--- config.mk ---
export PLATFORM = sky130hd
export DESIGN_NAME = knn_nearest_distance_select_unit
export DESIGN_NICKNAME = d
export VERILOG_FILES = /design/src/hdl/kns_pkg.sv /design/src/hdl/knn_nearest_distance_select_unit.sv /design/src/hdl/kns_front.sv /design/src/hdl/kns_queue.sv /design/src/hdl/kns_back.sv
export SDC_FILE = /design/constraint.sdc
export NUM_CORES = 2
export LEC_CHECK = 0
export BUFFER_PORTS_ARGS = -buffer_cell sky130_fd_sc_hd__buf_4
export CAP_MARGIN = 25
export CORE_MARGIN = 1.5
export CORE_UTILIZATION = 45
export CTS_CLUSTER_DIAMETER = 120
export DETAILED_ROUTE_END_ITERATION = 10
export REMOVE_ABC_BUFFERS = 1
export SYNTH_ARGS = -nofsm -noshare
export SYNTH_HDL_FRONTEND = slang
export SYNTH_SLANG_ARGS = --single-unit
--- constraint.sdc ---
create_clock -name clk -period 6.7 [get_ports clk]
set_input_delay 1.005 -clock clk [delete_from_list [all_inputs] [get_ports clk]]
set_output_delay 1.005 -clock clk [all_outputs]
set_load 0.005 [all_outputs]
--- src/hdl/kns_pkg.sv ---
// Shared types and constants for the nearest distance select unit.
`default_nettype none

package kns_pkg;

  localparam int MODE_W     = 2;
  localparam int IDX_W      = 5;
  localparam int FEAT_W     = 16;
  localparam int ID_MAX_W   = 16;
  localparam int MAG_W      = 16;
  localparam int SQ_W       = 32;
  localparam int DIST_W     = 37;
  localparam int RANK_W     = 4;
  localparam int QUEUE_DEPTH = 4;
  localparam int QPTR_W     = $clog2(QUEUE_DEPTH);

  localparam logic [MODE_W-1:0] MODE_LOAD   = 2'd0;
  localparam logic [MODE_W-1:0] MODE_REF    = 2'd1;
  localparam logic [MODE_W-1:0] MODE_REPORT = 2'd2;

  typedef enum logic [1:0] {
    CMD_LOAD,
    CMD_REF,
    CMD_REPORT
  } cmd_kind_t;

  typedef struct packed {
    cmd_kind_t                 kind;
    logic [IDX_W-1:0]          index;
    logic signed [FEAT_W-1:0]  value;
    logic [ID_MAX_W-1:0]       id;
    logic                      last;
  } cmd_t;

endpackage

`default_nettype wire

--- src/hdl/knn_nearest_distance_select_unit.sv ---
// Load/reference transactions: one per cycle unless stalled; list update via queue, s1-s3, ins.
// Reference feature path: queue, query memory read, subtract, square, accumulate, insert.
// Report transaction: waits for the distance pipeline to drain, sets rep_active on pop, then K
// results out of registered outputs, one per cycle unless the output stalls.
// Reset clears queue, pipeline, accumulator, fill count and report state; query memory and
// list contents are not cleared.
`default_nettype none

module knn_nearest_distance_select_unit #(
  parameter int DIM      = 26,
  parameter int K        = 5,
  parameter int ID_WIDTH = 8
) (
  input  wire logic                              clk,
  input  wire logic                              rst,
  input  wire logic                              in_valid,
  output logic                                   in_stall,
  input  wire logic [kns_pkg::MODE_W-1:0]        mode,
  input  wire logic [kns_pkg::IDX_W-1:0]         feature_index,
  input  wire logic signed [kns_pkg::FEAT_W-1:0] feature_value,
  input  wire logic [ID_WIDTH-1:0]               reference_id,
  output logic                                   out_valid,
  input  wire logic                              out_stall,
  output logic [kns_pkg::RANK_W-1:0]             rank,
  output logic [ID_WIDTH-1:0]                    neighbour_id,
  output logic [kns_pkg::DIST_W-1:0]             distance_sq,
  output logic                                   entry_valid,
  output logic                                   last_result
);

  logic          q_full;
  logic          push;
  kns_pkg::cmd_t push_cmd;
  logic          pop;
  kns_pkg::cmd_t head;
  logic          not_empty;

  kns_front #(
    .DIM      (DIM),
    .ID_WIDTH (ID_WIDTH)
  ) u_front (
    .in_valid      (in_valid),
    .in_stall      (in_stall),
    .mode          (mode),
    .feature_index (feature_index),
    .feature_value (feature_value),
    .reference_id  (reference_id),
    .q_full        (q_full),
    .push          (push),
    .push_cmd      (push_cmd)
  );

  kns_queue u_queue (
    .clk       (clk),
    .rst       (rst),
    .push      (push),
    .push_cmd  (push_cmd),
    .full      (q_full),
    .pop       (pop),
    .head      (head),
    .not_empty (not_empty)
  );

  kns_back #(
    .DIM      (DIM),
    .K        (K),
    .ID_WIDTH (ID_WIDTH)
  ) u_back (
    .clk          (clk),
    .rst          (rst),
    .head         (head),
    .not_empty    (not_empty),
    .pop          (pop),
    .out_valid    (out_valid),
    .out_stall    (out_stall),
    .rank         (rank),
    .neighbour_id (neighbour_id),
    .distance_sq  (distance_sq),
    .entry_valid  (entry_valid),
    .last_result  (last_result)
  );

endmodule

`default_nettype wire

--- src/hdl/kns_front.sv ---
// Front end: accepts input transactions, drops meaningless ones, builds queue commands.
`default_nettype none

module kns_front #(
  parameter int DIM      = 26,
  parameter int ID_WIDTH = 8
) (
  input  wire logic                              in_valid,
  output logic                                   in_stall,
  input  wire logic [kns_pkg::MODE_W-1:0]        mode,
  input  wire logic [kns_pkg::IDX_W-1:0]         feature_index,
  input  wire logic signed [kns_pkg::FEAT_W-1:0] feature_value,
  input  wire logic [ID_WIDTH-1:0]               reference_id,
  input  wire logic                              q_full,
  output logic                                   push,
  output kns_pkg::cmd_t                          push_cmd
);

  logic accept;
  logic idx_ok;

  assign in_stall = q_full;
  assign accept   = in_valid && !q_full;
  assign idx_ok   = 32'(feature_index) < DIM;

  always_comb begin
    push_cmd.kind  = kns_pkg::CMD_LOAD;
    push_cmd.index = feature_index;
    push_cmd.value = feature_value;
    push_cmd.id    = kns_pkg::ID_MAX_W'(reference_id);
    push_cmd.last  = 32'(feature_index) == (DIM - 1);
    push           = 1'b0;
    case (mode)
      kns_pkg::MODE_LOAD: begin
        push_cmd.kind = kns_pkg::CMD_LOAD;
        push          = accept && idx_ok;
      end
      kns_pkg::MODE_REF: begin
        push_cmd.kind = kns_pkg::CMD_REF;
        push          = accept && idx_ok;
      end
      kns_pkg::MODE_REPORT: begin
        push_cmd.kind = kns_pkg::CMD_REPORT;
        push          = accept;
      end
      default: begin
        push = 1'b0;
      end
    endcase
  end

endmodule

`default_nettype wire

--- src/hdl/kns_queue.sv ---
// Short command queue between the front end and the execution back end.
`default_nettype none

module kns_queue (
  input  wire logic          clk,
  input  wire logic          rst,
  input  wire logic          push,
  input  wire kns_pkg::cmd_t push_cmd,
  output logic               full,
  input  wire logic          pop,
  output kns_pkg::cmd_t      head,
  output logic               not_empty
);

  kns_pkg::cmd_t                 slots [kns_pkg::QUEUE_DEPTH];
  logic [kns_pkg::QPTR_W-1:0]    wr_ptr;
  logic [kns_pkg::QPTR_W-1:0]    rd_ptr;
  logic [kns_pkg::QPTR_W:0]      count;

  assign full      = count == (kns_pkg::QPTR_W + 1)'(kns_pkg::QUEUE_DEPTH);
  assign not_empty = count != '0;
  assign head      = slots[rd_ptr];

  always_ff @(posedge clk) begin
    if (rst) begin
      wr_ptr <= '0;
      rd_ptr <= '0;
      count  <= '0;
    end else begin
      if (push) wr_ptr <= wr_ptr + 1'b1;
      if (pop)  rd_ptr <= rd_ptr + 1'b1;
      if (push && !pop)      count <= count + 1'b1;
      else if (pop && !push) count <= count - 1'b1;
    end
  end

  always_ff @(posedge clk) begin
    if (push) slots[wr_ptr] <= push_cmd;
  end

endmodule

`default_nettype wire

--- src/hdl/kns_back.sv ---
// Back end: query memory, distance pipeline, sorted nearest list and report sequencer.
`default_nettype none

module kns_back #(
  parameter int DIM      = 26,
  parameter int K        = 5,
  parameter int ID_WIDTH = 8
) (
  input  wire logic                          clk,
  input  wire logic                          rst,
  input  wire kns_pkg::cmd_t                 head,
  input  wire logic                          not_empty,
  output logic                               pop,
  output logic                               out_valid,
  input  wire logic                          out_stall,
  output logic [kns_pkg::RANK_W-1:0]         rank,
  output logic [ID_WIDTH-1:0]                neighbour_id,
  output logic [kns_pkg::DIST_W-1:0]         distance_sq,
  output logic                               entry_valid,
  output logic                               last_result
);

  localparam int QA_W = (DIM > 1) ? $clog2(DIM) : 1;
  localparam int AE_W = QA_W + kns_pkg::IDX_W;
  localparam int RK_W = (K > 1) ? $clog2(K) : 1;
  localparam int FC_W = $clog2(K + 1);
  localparam int DW   = kns_pkg::DIST_W;

  // query memory
  logic signed [kns_pkg::FEAT_W-1:0] qmem [DIM];
  logic signed [kns_pkg::FEAT_W-1:0] q_rd;
  logic [AE_W-1:0]                   addr_ext;
  logic [QA_W-1:0]                   addr;

  // distance pipeline
  logic                              s1_vld, s2_vld, s3_vld, ins_vld;
  logic signed [kns_pkg::FEAT_W-1:0] s1_val;
  logic [ID_WIDTH-1:0]               s1_id, s2_id, s3_id, ins_id;
  logic                              s1_last, s2_last, s3_last;
  logic [kns_pkg::MAG_W-1:0]         s2_mag;
  logic [kns_pkg::SQ_W-1:0]          s3_sq;
  logic [DW-1:0]                     acc;
  logic [DW-1:0]                     ins_dist;
  logic signed [kns_pkg::FEAT_W:0]   diff;
  logic [kns_pkg::FEAT_W:0]          diff_neg;
  logic [kns_pkg::MAG_W-1:0]         mag;
  logic [DW:0]                       sum;
  logic [DW-1:0]                     sum_sat;
  logic                              pipe_empty;

  // nearest list
  logic [DW-1:0]                     d_list  [K];
  logic [ID_WIDTH-1:0]               id_list [K];
  logic [DW-1:0]                     sh_d    [K];
  logic [ID_WIDTH-1:0]               sh_id   [K];
  logic [K-1:0]                      le;
  logic [K-1:0]                      prev_le;
  logic [FC_W-1:0]                   filled;

  // report
  logic                              rep_active;
  logic [RK_W-1:0]                   rep_rank;
  logic                              rep_last;
  logic                              rep_entry;
  logic                              out_load;

  assign addr_ext   = AE_W'(head.index);
  assign addr       = addr_ext[QA_W-1:0];
  assign pipe_empty = !(s1_vld || s2_vld || s3_vld || ins_vld);
  assign pop        = not_empty && !rep_active &&
                      (head.kind != kns_pkg::CMD_REPORT || pipe_empty);

  assign diff     = {s1_val[kns_pkg::FEAT_W-1], s1_val} - {q_rd[kns_pkg::FEAT_W-1], q_rd};
  assign diff_neg = -diff;
  assign mag      = diff[kns_pkg::FEAT_W] ? diff_neg[kns_pkg::MAG_W-1:0]
                                          : diff[kns_pkg::MAG_W-1:0];
  assign sum      = {1'b0, acc} + (DW + 1)'(s3_sq);
  assign sum_sat  = sum[DW] ? {DW{1'b1}} : sum[DW-1:0];

  // list slots at or below the new distance form a prefix; the new entry lands after it
  always_comb begin
    for (int i = 0; i < K; i++) begin
      le[i] = (FC_W'(i) < filled) && (d_list[i] <= ins_dist);
    end
    prev_le[0] = 1'b1;
    for (int i = 1; i < K; i++) begin
      prev_le[i] = le[i-1];
    end
  end

  for (genvar g = 0; g < K; g++) begin : g_shift
    if (g == 0) begin : g_first
      assign sh_d[g]  = ins_dist;
      assign sh_id[g] = ins_id;
    end else begin : g_rest
      assign sh_d[g]  = d_list[g-1];
      assign sh_id[g] = id_list[g-1];
    end
  end

  assign rep_last  = rep_rank == RK_W'(K - 1);
  assign rep_entry = FC_W'(rep_rank) < filled;
  assign out_load  = rep_active && (!out_valid || !out_stall);

  always_ff @(posedge clk) begin
    if (pop && head.kind == kns_pkg::CMD_LOAD) qmem[addr] <= head.value;
    q_rd <= qmem[addr];
  end

  always_ff @(posedge clk) begin
    if (rst) begin
      s1_vld     <= 1'b0;
      s2_vld     <= 1'b0;
      s3_vld     <= 1'b0;
      ins_vld    <= 1'b0;
      acc        <= '0;
      filled     <= '0;
      rep_active <= 1'b0;
      rep_rank   <= '0;
      out_valid  <= 1'b0;
    end else begin
      s1_vld  <= pop && head.kind == kns_pkg::CMD_REF;
      s2_vld  <= s1_vld;
      s3_vld  <= s2_vld;
      ins_vld <= s3_vld && s3_last;
      if (s3_vld) acc <= s3_last ? '0 : sum_sat;
      if (ins_vld && filled != FC_W'(K)) filled <= filled + 1'b1;

      if (pop && head.kind == kns_pkg::CMD_REPORT) begin
        rep_active <= 1'b1;
        rep_rank   <= '0;
      end else if (out_load) begin
        if (rep_last) begin
          rep_active <= 1'b0;
          filled     <= '0;
        end else begin
          rep_rank <= rep_rank + 1'b1;
        end
      end

      if (out_load)        out_valid <= 1'b1;
      else if (!out_stall) out_valid <= 1'b0;
    end
  end

  always_ff @(posedge clk) begin
    s1_val   <= head.value;
    s1_id    <= head.id[ID_WIDTH-1:0];
    s1_last  <= head.last;
    s2_mag   <= mag;
    s2_id    <= s1_id;
    s2_last  <= s1_last;
    s3_sq    <= s2_mag * s2_mag;
    s3_id    <= s2_id;
    s3_last  <= s2_last;
    ins_dist <= sum_sat;
    ins_id   <= s3_id;
    if (ins_vld) begin
      for (int i = 0; i < K; i++) begin
        if (!le[i]) begin
          d_list[i]  <= prev_le[i] ? ins_dist : sh_d[i];
          id_list[i] <= prev_le[i] ? ins_id : sh_id[i];
        end
      end
    end
    if (out_load) begin
      rank         <= kns_pkg::RANK_W'(rep_rank);
      neighbour_id <= rep_entry ? id_list[rep_rank] : '0;
      distance_sq  <= rep_entry ? d_list[rep_rank] : '0;
      entry_valid  <= rep_entry;
      last_result  <= rep_last;
    end
  end

  a_filled_bound: assert property (@(posedge clk) disable iff (rst)
    filled <= FC_W'(K))
    else $error("nearest list fill count above K");

  a_report_drained: assert property (@(posedge clk) disable iff (rst)
    $rose(rep_active) |-> pipe_empty)
    else $error("report started with distance pipeline busy");

  a_no_insert_in_report: assert property (@(posedge clk) disable iff (rst)
    ins_vld |-> !rep_active)
    else $error("list insertion during report");

  a_last_rank: assert property (@(posedge clk) disable iff (rst)
    out_valid && last_result |-> rank == kns_pkg::RANK_W'(K - 1))
    else $error("last result flagged on wrong rank");

endmodule

`default_nettype wire

* Word-level counts from Yosys, hierarchy flattened
Memories as Yosys holds them, arrays and structs flattened. A register that Yosys moved wholly into a read port is not among the register bits.
Index checks and enable logic that the tools add are counted.
** Storage, ports and cells
- Register bits :: 197
- Bits in writable memories :: 769
- Input bits :: 35
- Logic and storage cells :: 149
- Memories :: 4
** Cells by class
- Add/subtract/negate cells :: 9
- $mul :: 1
- Magnitude comparators :: 12
- Eq/ne operators :: 10
- Muxes and demuxes :: 45
- Bitwise gates (word level) :: 1
- Reduce and logical (&&, ||, !) cells :: 41
** Memory list
- u_back.qmem :: depth 26, width 16, read ports 1, clocked after memory_dff 1, wr ports 1, RTL line kns_back.sv:30 : logic signed [kns_pkg::FEAT_W-1:0] qmem [DIM];
- u_back.d_list :: depth 5, width 37, read ports 6, clocked after memory_dff 1, wr ports 5, RTL line kns_back.sv:52 : logic [DW-1:0] d_list [K];
- u_queue.slots :: depth 4, width 32, read ports 1, clocked after memory_dff 1, wr ports 1, RTL line kns_queue.sv:15 : kns_pkg::cmd_t slots [kns_pkg::QUEUE_DEPTH];
- u_back.id_list :: depth 5, width 8, read ports 5, clocked after memory_dff 1, wr ports 5, RTL line kns_back.sv:53 : logic [ID_WIDTH-1:0] id_list [K];
** Operators by type and width (number)
- $mux 37 :: 6
- $le 37x37->1 :: 5
- $add 37x32->38 :: 1
- $mul 16x16->32 :: 1
- $mux 8 :: 4
- $mux 1 :: 24
- $mux 3 :: 6
- $logic_and 1x1->1 :: 17
- $sub 16x16->17 :: 1
- $mux 16 :: 1
- $neg 16->16 :: 1
- $add 3x1->3 const B :: 3
- $logic_not 1->1 :: 9
- $eq 3x3->1 const B :: 2
- $lt 1x3->1 const A :: 2
- $lt 2x3->1 const A :: 2
- $reduce_bool 2->1 :: 3
- $eq 5x5->1 const B :: 1
- $logic_or 1x1->1 :: 5
- $lt 5x5->1 const B :: 1
- $add 2x1->2 const B :: 2
- $eq 2x1->1 const B :: 2
- $eq 2x2->1 const B :: 2
- $logic_not 2->1 :: 2
- 13 further kinds :: 16

* Depth between registers and ports, before layout
- Depth in word-level cells :: 9
- Mapped depth :: 26

* Hierarchy
A second synthesis with hierarchy kept.
** Unflattened totals
- Cell total of the unflattened synthesis :: 3727
- Area, all modules :: 53826.6 um2
** By module, submodules not included
- kns_back :: instances 1, cells an instance 3427, area each 47241.6 um2, seq. area each 24753.7 um2
- kns_queue :: instances 1, cells an instance 253, area each 6247.2 um2, seq. area each 4984.8 um2
- kns_front :: instances 1, cells an instance 47, area each 337.8 um2, seq. area each 0.0 um2

* Worst setup path before layout
Ideal clock, no wire load.
- Kind :: register -> register
- Start :: reg u_back.s2_mag[6] (netlist bit)
- End :: reg u_back.s3_sq[31] (netlist bit)
- Library setup time :: 0.072 ns
- Arrival :: 6.335 ns
- Slack :: 0.292 ns
- Cell stages (with the launch flop) :: 25
- Buffers on the path :: 1
- Path through :: dfxtp_1 > clkbuf_1 > nand2_1 > fa_1 > inv_1 > fa_1 > inv_1 > fa_1 > inv_1 > fa_1 > fa_1 > inv_1 > fa_1 > inv_1 > ha_1 > a21o_1 > a21o_1 > a21oi_1 > a21oi_1 > a211o_1 > a31o_2 > a31o_2 > a221o_1 > a21oi_1 > xnor2_1
** On the way
- Cells in the longest elaborated chain, start to end :: 1
** RTL lines
- from (decl) :: RTL line kns_back.sv:40 : logic [kns_pkg::MAG_W-1:0] s2_mag;
- from (signal assigned) :: RTL line kns_back.sv:150 : s2_mag <= mag;
- $mul 16x16->32 :: RTL line kns_back.sv:153 : s3_sq <= s2_mag * s2_mag;
- to (signal assigned) :: RTL line kns_back.sv:153
- to (decl) :: RTL line kns_back.sv:41 : logic [kns_pkg::SQ_W-1:0] s3_sq;
No other way between the ends.
A chain may end at the register's enable or synchronous reset.

* Worst setup path in the final report
- Start :: reg u_back.s2_mag[4] (netlist bit)
- End :: reg u_back.s3_sq[31] (netlist bit)
The elaborated chain is that of the path after synthesis.

==> reports/qor.csv <==
metric;value;unit
area of the die;118600;sq um
via count of the first global-routing pass;31240;
worst setup path class;flip-flop to flip-flop;
fin crit share;0.9537;
number of nets with antenna violations after routing;0;
final routed wire length divided by cell count;22.13;um
DR pass1 iterations;7;
clock transition at the registers of the reported paths;0.07;ns
Sink Count;1028;
number of stages on the worst hold path;0;
vias after detailed routing;30370;
number of max-cap violations;0;
Worst-Skew Late Latency;0.72;ns
Synth cell types;84;
leading cell type in the layout, fill and taps excluded;sky130_fd_sc_hd__edfxtp_1;
summed negative setup slack over all endpoints;0;ns
Cell Rows;125;
H-tree levels;3;
via density per instance;5.510;
Mapped Cells;3752;
Crit path required time;7.33;ns
Critical Path End Type;flip-flop;
mean instance size in the synthesized netlist;13.98;sq um
overflow left after global routing;0;
proportion of synthesized flip-flops having asynchronous set or reset;0;
area of the mapped netlist;52460;sq um
final routed DRC violation total;0;
Starting Density;0.4527;
Synth Flop Type;sky130_fd_sc_hd__edfxtp_1;
CTS max path bufs;3;
fin crit period;6.390;ns
# nets final;4442;
number of flip-flops and latches in the synthesized netlist;1028;
proportion of layout cells with a drive suffix above 1;0.1885;
final setup skew;0.05851;ns
number of buffers created by CTS;106;
number of diodes added for antenna fixing;0;
number of input and output port buffers inserted;86;
Hold Path Class;flip-flop to flip-flop;
largest net degree at the start of global routing;82;
violation count after the first detailed-routing iteration;2030;
final estimated routing congestion in global placement;0.8669;
die boundary height;344.4;um
Fillers;9725;
sequential fraction of the synthesis area;0.5486;
total placed cells including tap cells;5307;
max-slew violations;0;
most used cells in the layout excluding fill and tap cells;sky130_fd_sc_hd__edfxtp_1, sky130_fd_sc_hd__ha_1, sky130_fd_sc_hd__inv_1;
cell depth of the worst flop-to-flop path;23;
outcome;finished clean;
number of placed I/O pins;88;
number of hold violations in the final report;0;
number of standard cells in the final layout excluding fillers;5513;
total track usage;0.2094;
Worst setup SP type;flip-flop;
fmax;156.5;MHz
max-slew headroom at the worst pin;0.2802;
Routed Wire Length;122.0;mm
actual transition at the worst max-transition pin;1.052;ns
count of flip-flops with a built-in enable after synthesis;819;
utilization after layout;0.5100;
number of antenna violations at the first check in global routing;0;
synthesis-to-layout area growth;12.67;%
global-route wire length before repair;189.2;mm
Worst Path Max Fanout;11;
CP Data Arrival Time;7.02;ns
Final setup viols;0;
Synth warnings;0;
post-detailed-placement half-perimeter wirelength;82.53;mm
Root Buffer;sky130_fd_sc_hd__clkbuf_16;
core footprint;115900;sq um
TritonCTS clock tree;built;
floorplan die width;344.4;um
[critical path, cell delays in order, from the launching register on]
cell,delay (ns)
sky130_fd_sc_hd__dfxtp_1,0.41
sky130_fd_sc_hd__buf_4,0.24
sky130_fd_sc_hd__nand2_1,0.11
sky130_fd_sc_hd__inv_1,0.06
sky130_fd_sc_hd__fa_1,0.50
sky130_fd_sc_hd__inv_1,0.05
sky130_fd_sc_hd__fa_1,0.53
sky130_fd_sc_hd__inv_1,0.05
sky130_fd_sc_hd__fa_1,0.51
sky130_fd_sc_hd__fa_1,0.44
sky130_fd_sc_hd__fa_1,0.55
sky130_fd_sc_hd__inv_1,0.06
sky130_fd_sc_hd__fa_1,0.52
sky130_fd_sc_hd__inv_1,0.04
sky130_fd_sc_hd__ha_1,0.34
sky130_fd_sc_hd__a21oi_1,0.22
sky130_fd_sc_hd__or2_2,0.15
sky130_fd_sc_hd__a21oi_1,0.06
sky130_fd_sc_hd__a211o_1,0.30
sky130_fd_sc_hd__a31o_2,0.27
sky130_fd_sc_hd__a31o_2,0.28
sky130_fd_sc_hd__a221o_1,0.35
sky130_fd_sc_hd__a21oi_1,0.17
sky130_fd_sc_hd__xnor2_1,0.13
[layout make-up]
class                      count  area (sq um)  share of cell area
sequential                  1028         28800              0.4872
inverter                     344          1295             0.02191
clock inverter                55         740.7             0.01253
timing repair buffer         173          1384             0.02341
tap                         1524          1907             0.03226
clock buffer                 146          3017             0.05104
multi-input combinational   2243         21960              0.3716
[synthesized netlist by cell type (10+ instances only)]
| cell | number | area share |
|---|---|---|
| sky130_fd_sc_hd__nor3_1 | 28 | 0.0027 |
| sky130_fd_sc_hd__buf_2 | 26 | 0.0025 |
| sky130_fd_sc_hd__a21o_1 | 128 | 0.018 |
| sky130_fd_sc_hd__or2_2 | 16 | 0.0019 |
| sky130_fd_sc_hd__o21bai_1 | 10 | 0.0014 |
| sky130_fd_sc_hd__nand4_1 | 48 | 0.0057 |
| sky130_fd_sc_hd__nor2b_1 | 39 | 0.0047 |
| sky130_fd_sc_hd__mux2i_1 | 74 | 0.014 |
| sky130_fd_sc_hd__a211oi_1 | 13 | 0.0019 |
| sky130_fd_sc_hd__a22o_1 | 33 | 0.0055 |
| sky130_fd_sc_hd__inv_1 | 344 | 0.025 |
| sky130_fd_sc_hd__and2_1 | 45 | 0.0054 |
| sky130_fd_sc_hd__nand2b_1 | 24 | 0.0029 |
| sky130_fd_sc_hd__o21ai_0 | 103 | 0.0098 |
| sky130_fd_sc_hd__fa_1 | 166 | 0.063 |
| sky130_fd_sc_hd__xnor2_1 | 68 | 0.011 |
| sky130_fd_sc_hd__and3_1 | 16 | 0.0019 |
| sky130_fd_sc_hd__mux4_2 | 172 | 0.074 |
| sky130_fd_sc_hd__edfxtp_1 | 819 | 0.47 |
| sky130_fd_sc_hd__nand3_1 | 28 | 0.0027 |
| sky130_fd_sc_hd__clkbuf_1 | 88 | 0.0063 |
| sky130_fd_sc_hd__dfxtp_1 | 209 | 0.080 |
| sky130_fd_sc_hd__nor2_1 | 182 | 0.013 |
| sky130_fd_sc_hd__xor2_1 | 26 | 0.0043 |
| sky130_fd_sc_hd__nand2_1 | 231 | 0.017 |
| sky130_fd_sc_hd__buf_1 | 21 | 0.0015 |
| sky130_fd_sc_hd__o21a_1 | 15 | 0.0021 |
| sky130_fd_sc_hd__mux2_2 | 162 | 0.035 |
| sky130_fd_sc_hd__ha_1 | 345 | 0.082 |
| sky130_fd_sc_hd__a21oi_1 | 138 | 0.013 |
| sky130_fd_sc_hd__o221ai_1 | 12 | 0.0020 |
[per-layer routing]
layer	vias up	wire length, um	track usage
met5	-	0	0
met3	164	4668	0.02375
met2	638	59850	0.3532
met1	15440	54210	0.2856
li1	14140	-	-
met4	0	3255	0.06140
[path summary, 6_finish.rpt]
kind / startpoint / end / slack [ns]
worst max-delay path: u_back.s2_mag[4] / u_back.s3_sq[31] / 0.31
worst min-delay path: u_back.s2_id[2] / u_back.s3_id[2] / 0.32
worst max register to register: u_back.s2_mag[4] / u_back.s3_sq[31] / 0.31
worst min register to register: u_back.s2_id[2] / u_back.s3_id[2] / 0.32
[state kept, by name, indices dropped and copies added, names as in the netlist, 2 cells and up, named ones only]
| signal | cells |
|---|---|
| u_back.qmem | 416 |
| u_back.d_list | 185 |
| u_queue.slots | 128 |
| u_back.id_list | 40 |
| u_back.acc | 37 |
| u_back.distance_sq | 37 |
| u_back.ins_dist | 37 |
| u_back.s3_sq | 31 |
| u_back.q_rd | 16 |
| u_back.s1_val | 16 |
| u_back.s2_mag | 16 |
| u_back.ins_id | 8 |
| u_back.neighbour_id | 8 |
| u_back.s1_id | 8 |
| u_back.s2_id | 8 |
| u_back.s3_id | 8 |
| u_back.filled | 3 |
| u_back.rank | 3 |
| u_back.rep_rank | 3 |
| u_queue.count | 3 |
| u_queue.rd_ptr | 2 |
| u_queue.wr_ptr | 2 |
[cell families after synthesis]
logic type / Yosys count / synth area share
xor+xnor: 94 / 0.01569
other cells: 1 / 0.00007148
flops: 1028 / 0.5486
compound gates: 545 / 0.07050
fa+ha+maj: 511 / 0.1456
simple gates: 683 / 0.06132
mux: 409 / 0.1230
buf+inv: 481 / 0.03525
[timing repair]
item | 4_1_cts | 5_1_grt
endpoints found under the setup margin | 0 | 8
hold buffers | 0 | 0
resized for setup | 0 | 21
hold endpoints to repair | 0 | 0
buffers inserted | 0 | 3
[metrics by stage]
stage / hold WS (ns) / cell area [sq um] / setup WS, ns
final: 0.3220 / 59100 / 0.3104
after global routing: 0.3315 / 59100 / -0.01143
after CTS: 0.3229 / 58980 / 0.09281
after detailed placement: 0.3121 / 55220 / 0.1139
after global placement: 0.3104 / 55190 / 0.2097
after floorplan: 0.3096 / 51900 / -1.489
Power is left out: the tool's default activity adds up to more than one toggle a clock period on the data nets, which glitch-free logic cannot reach.
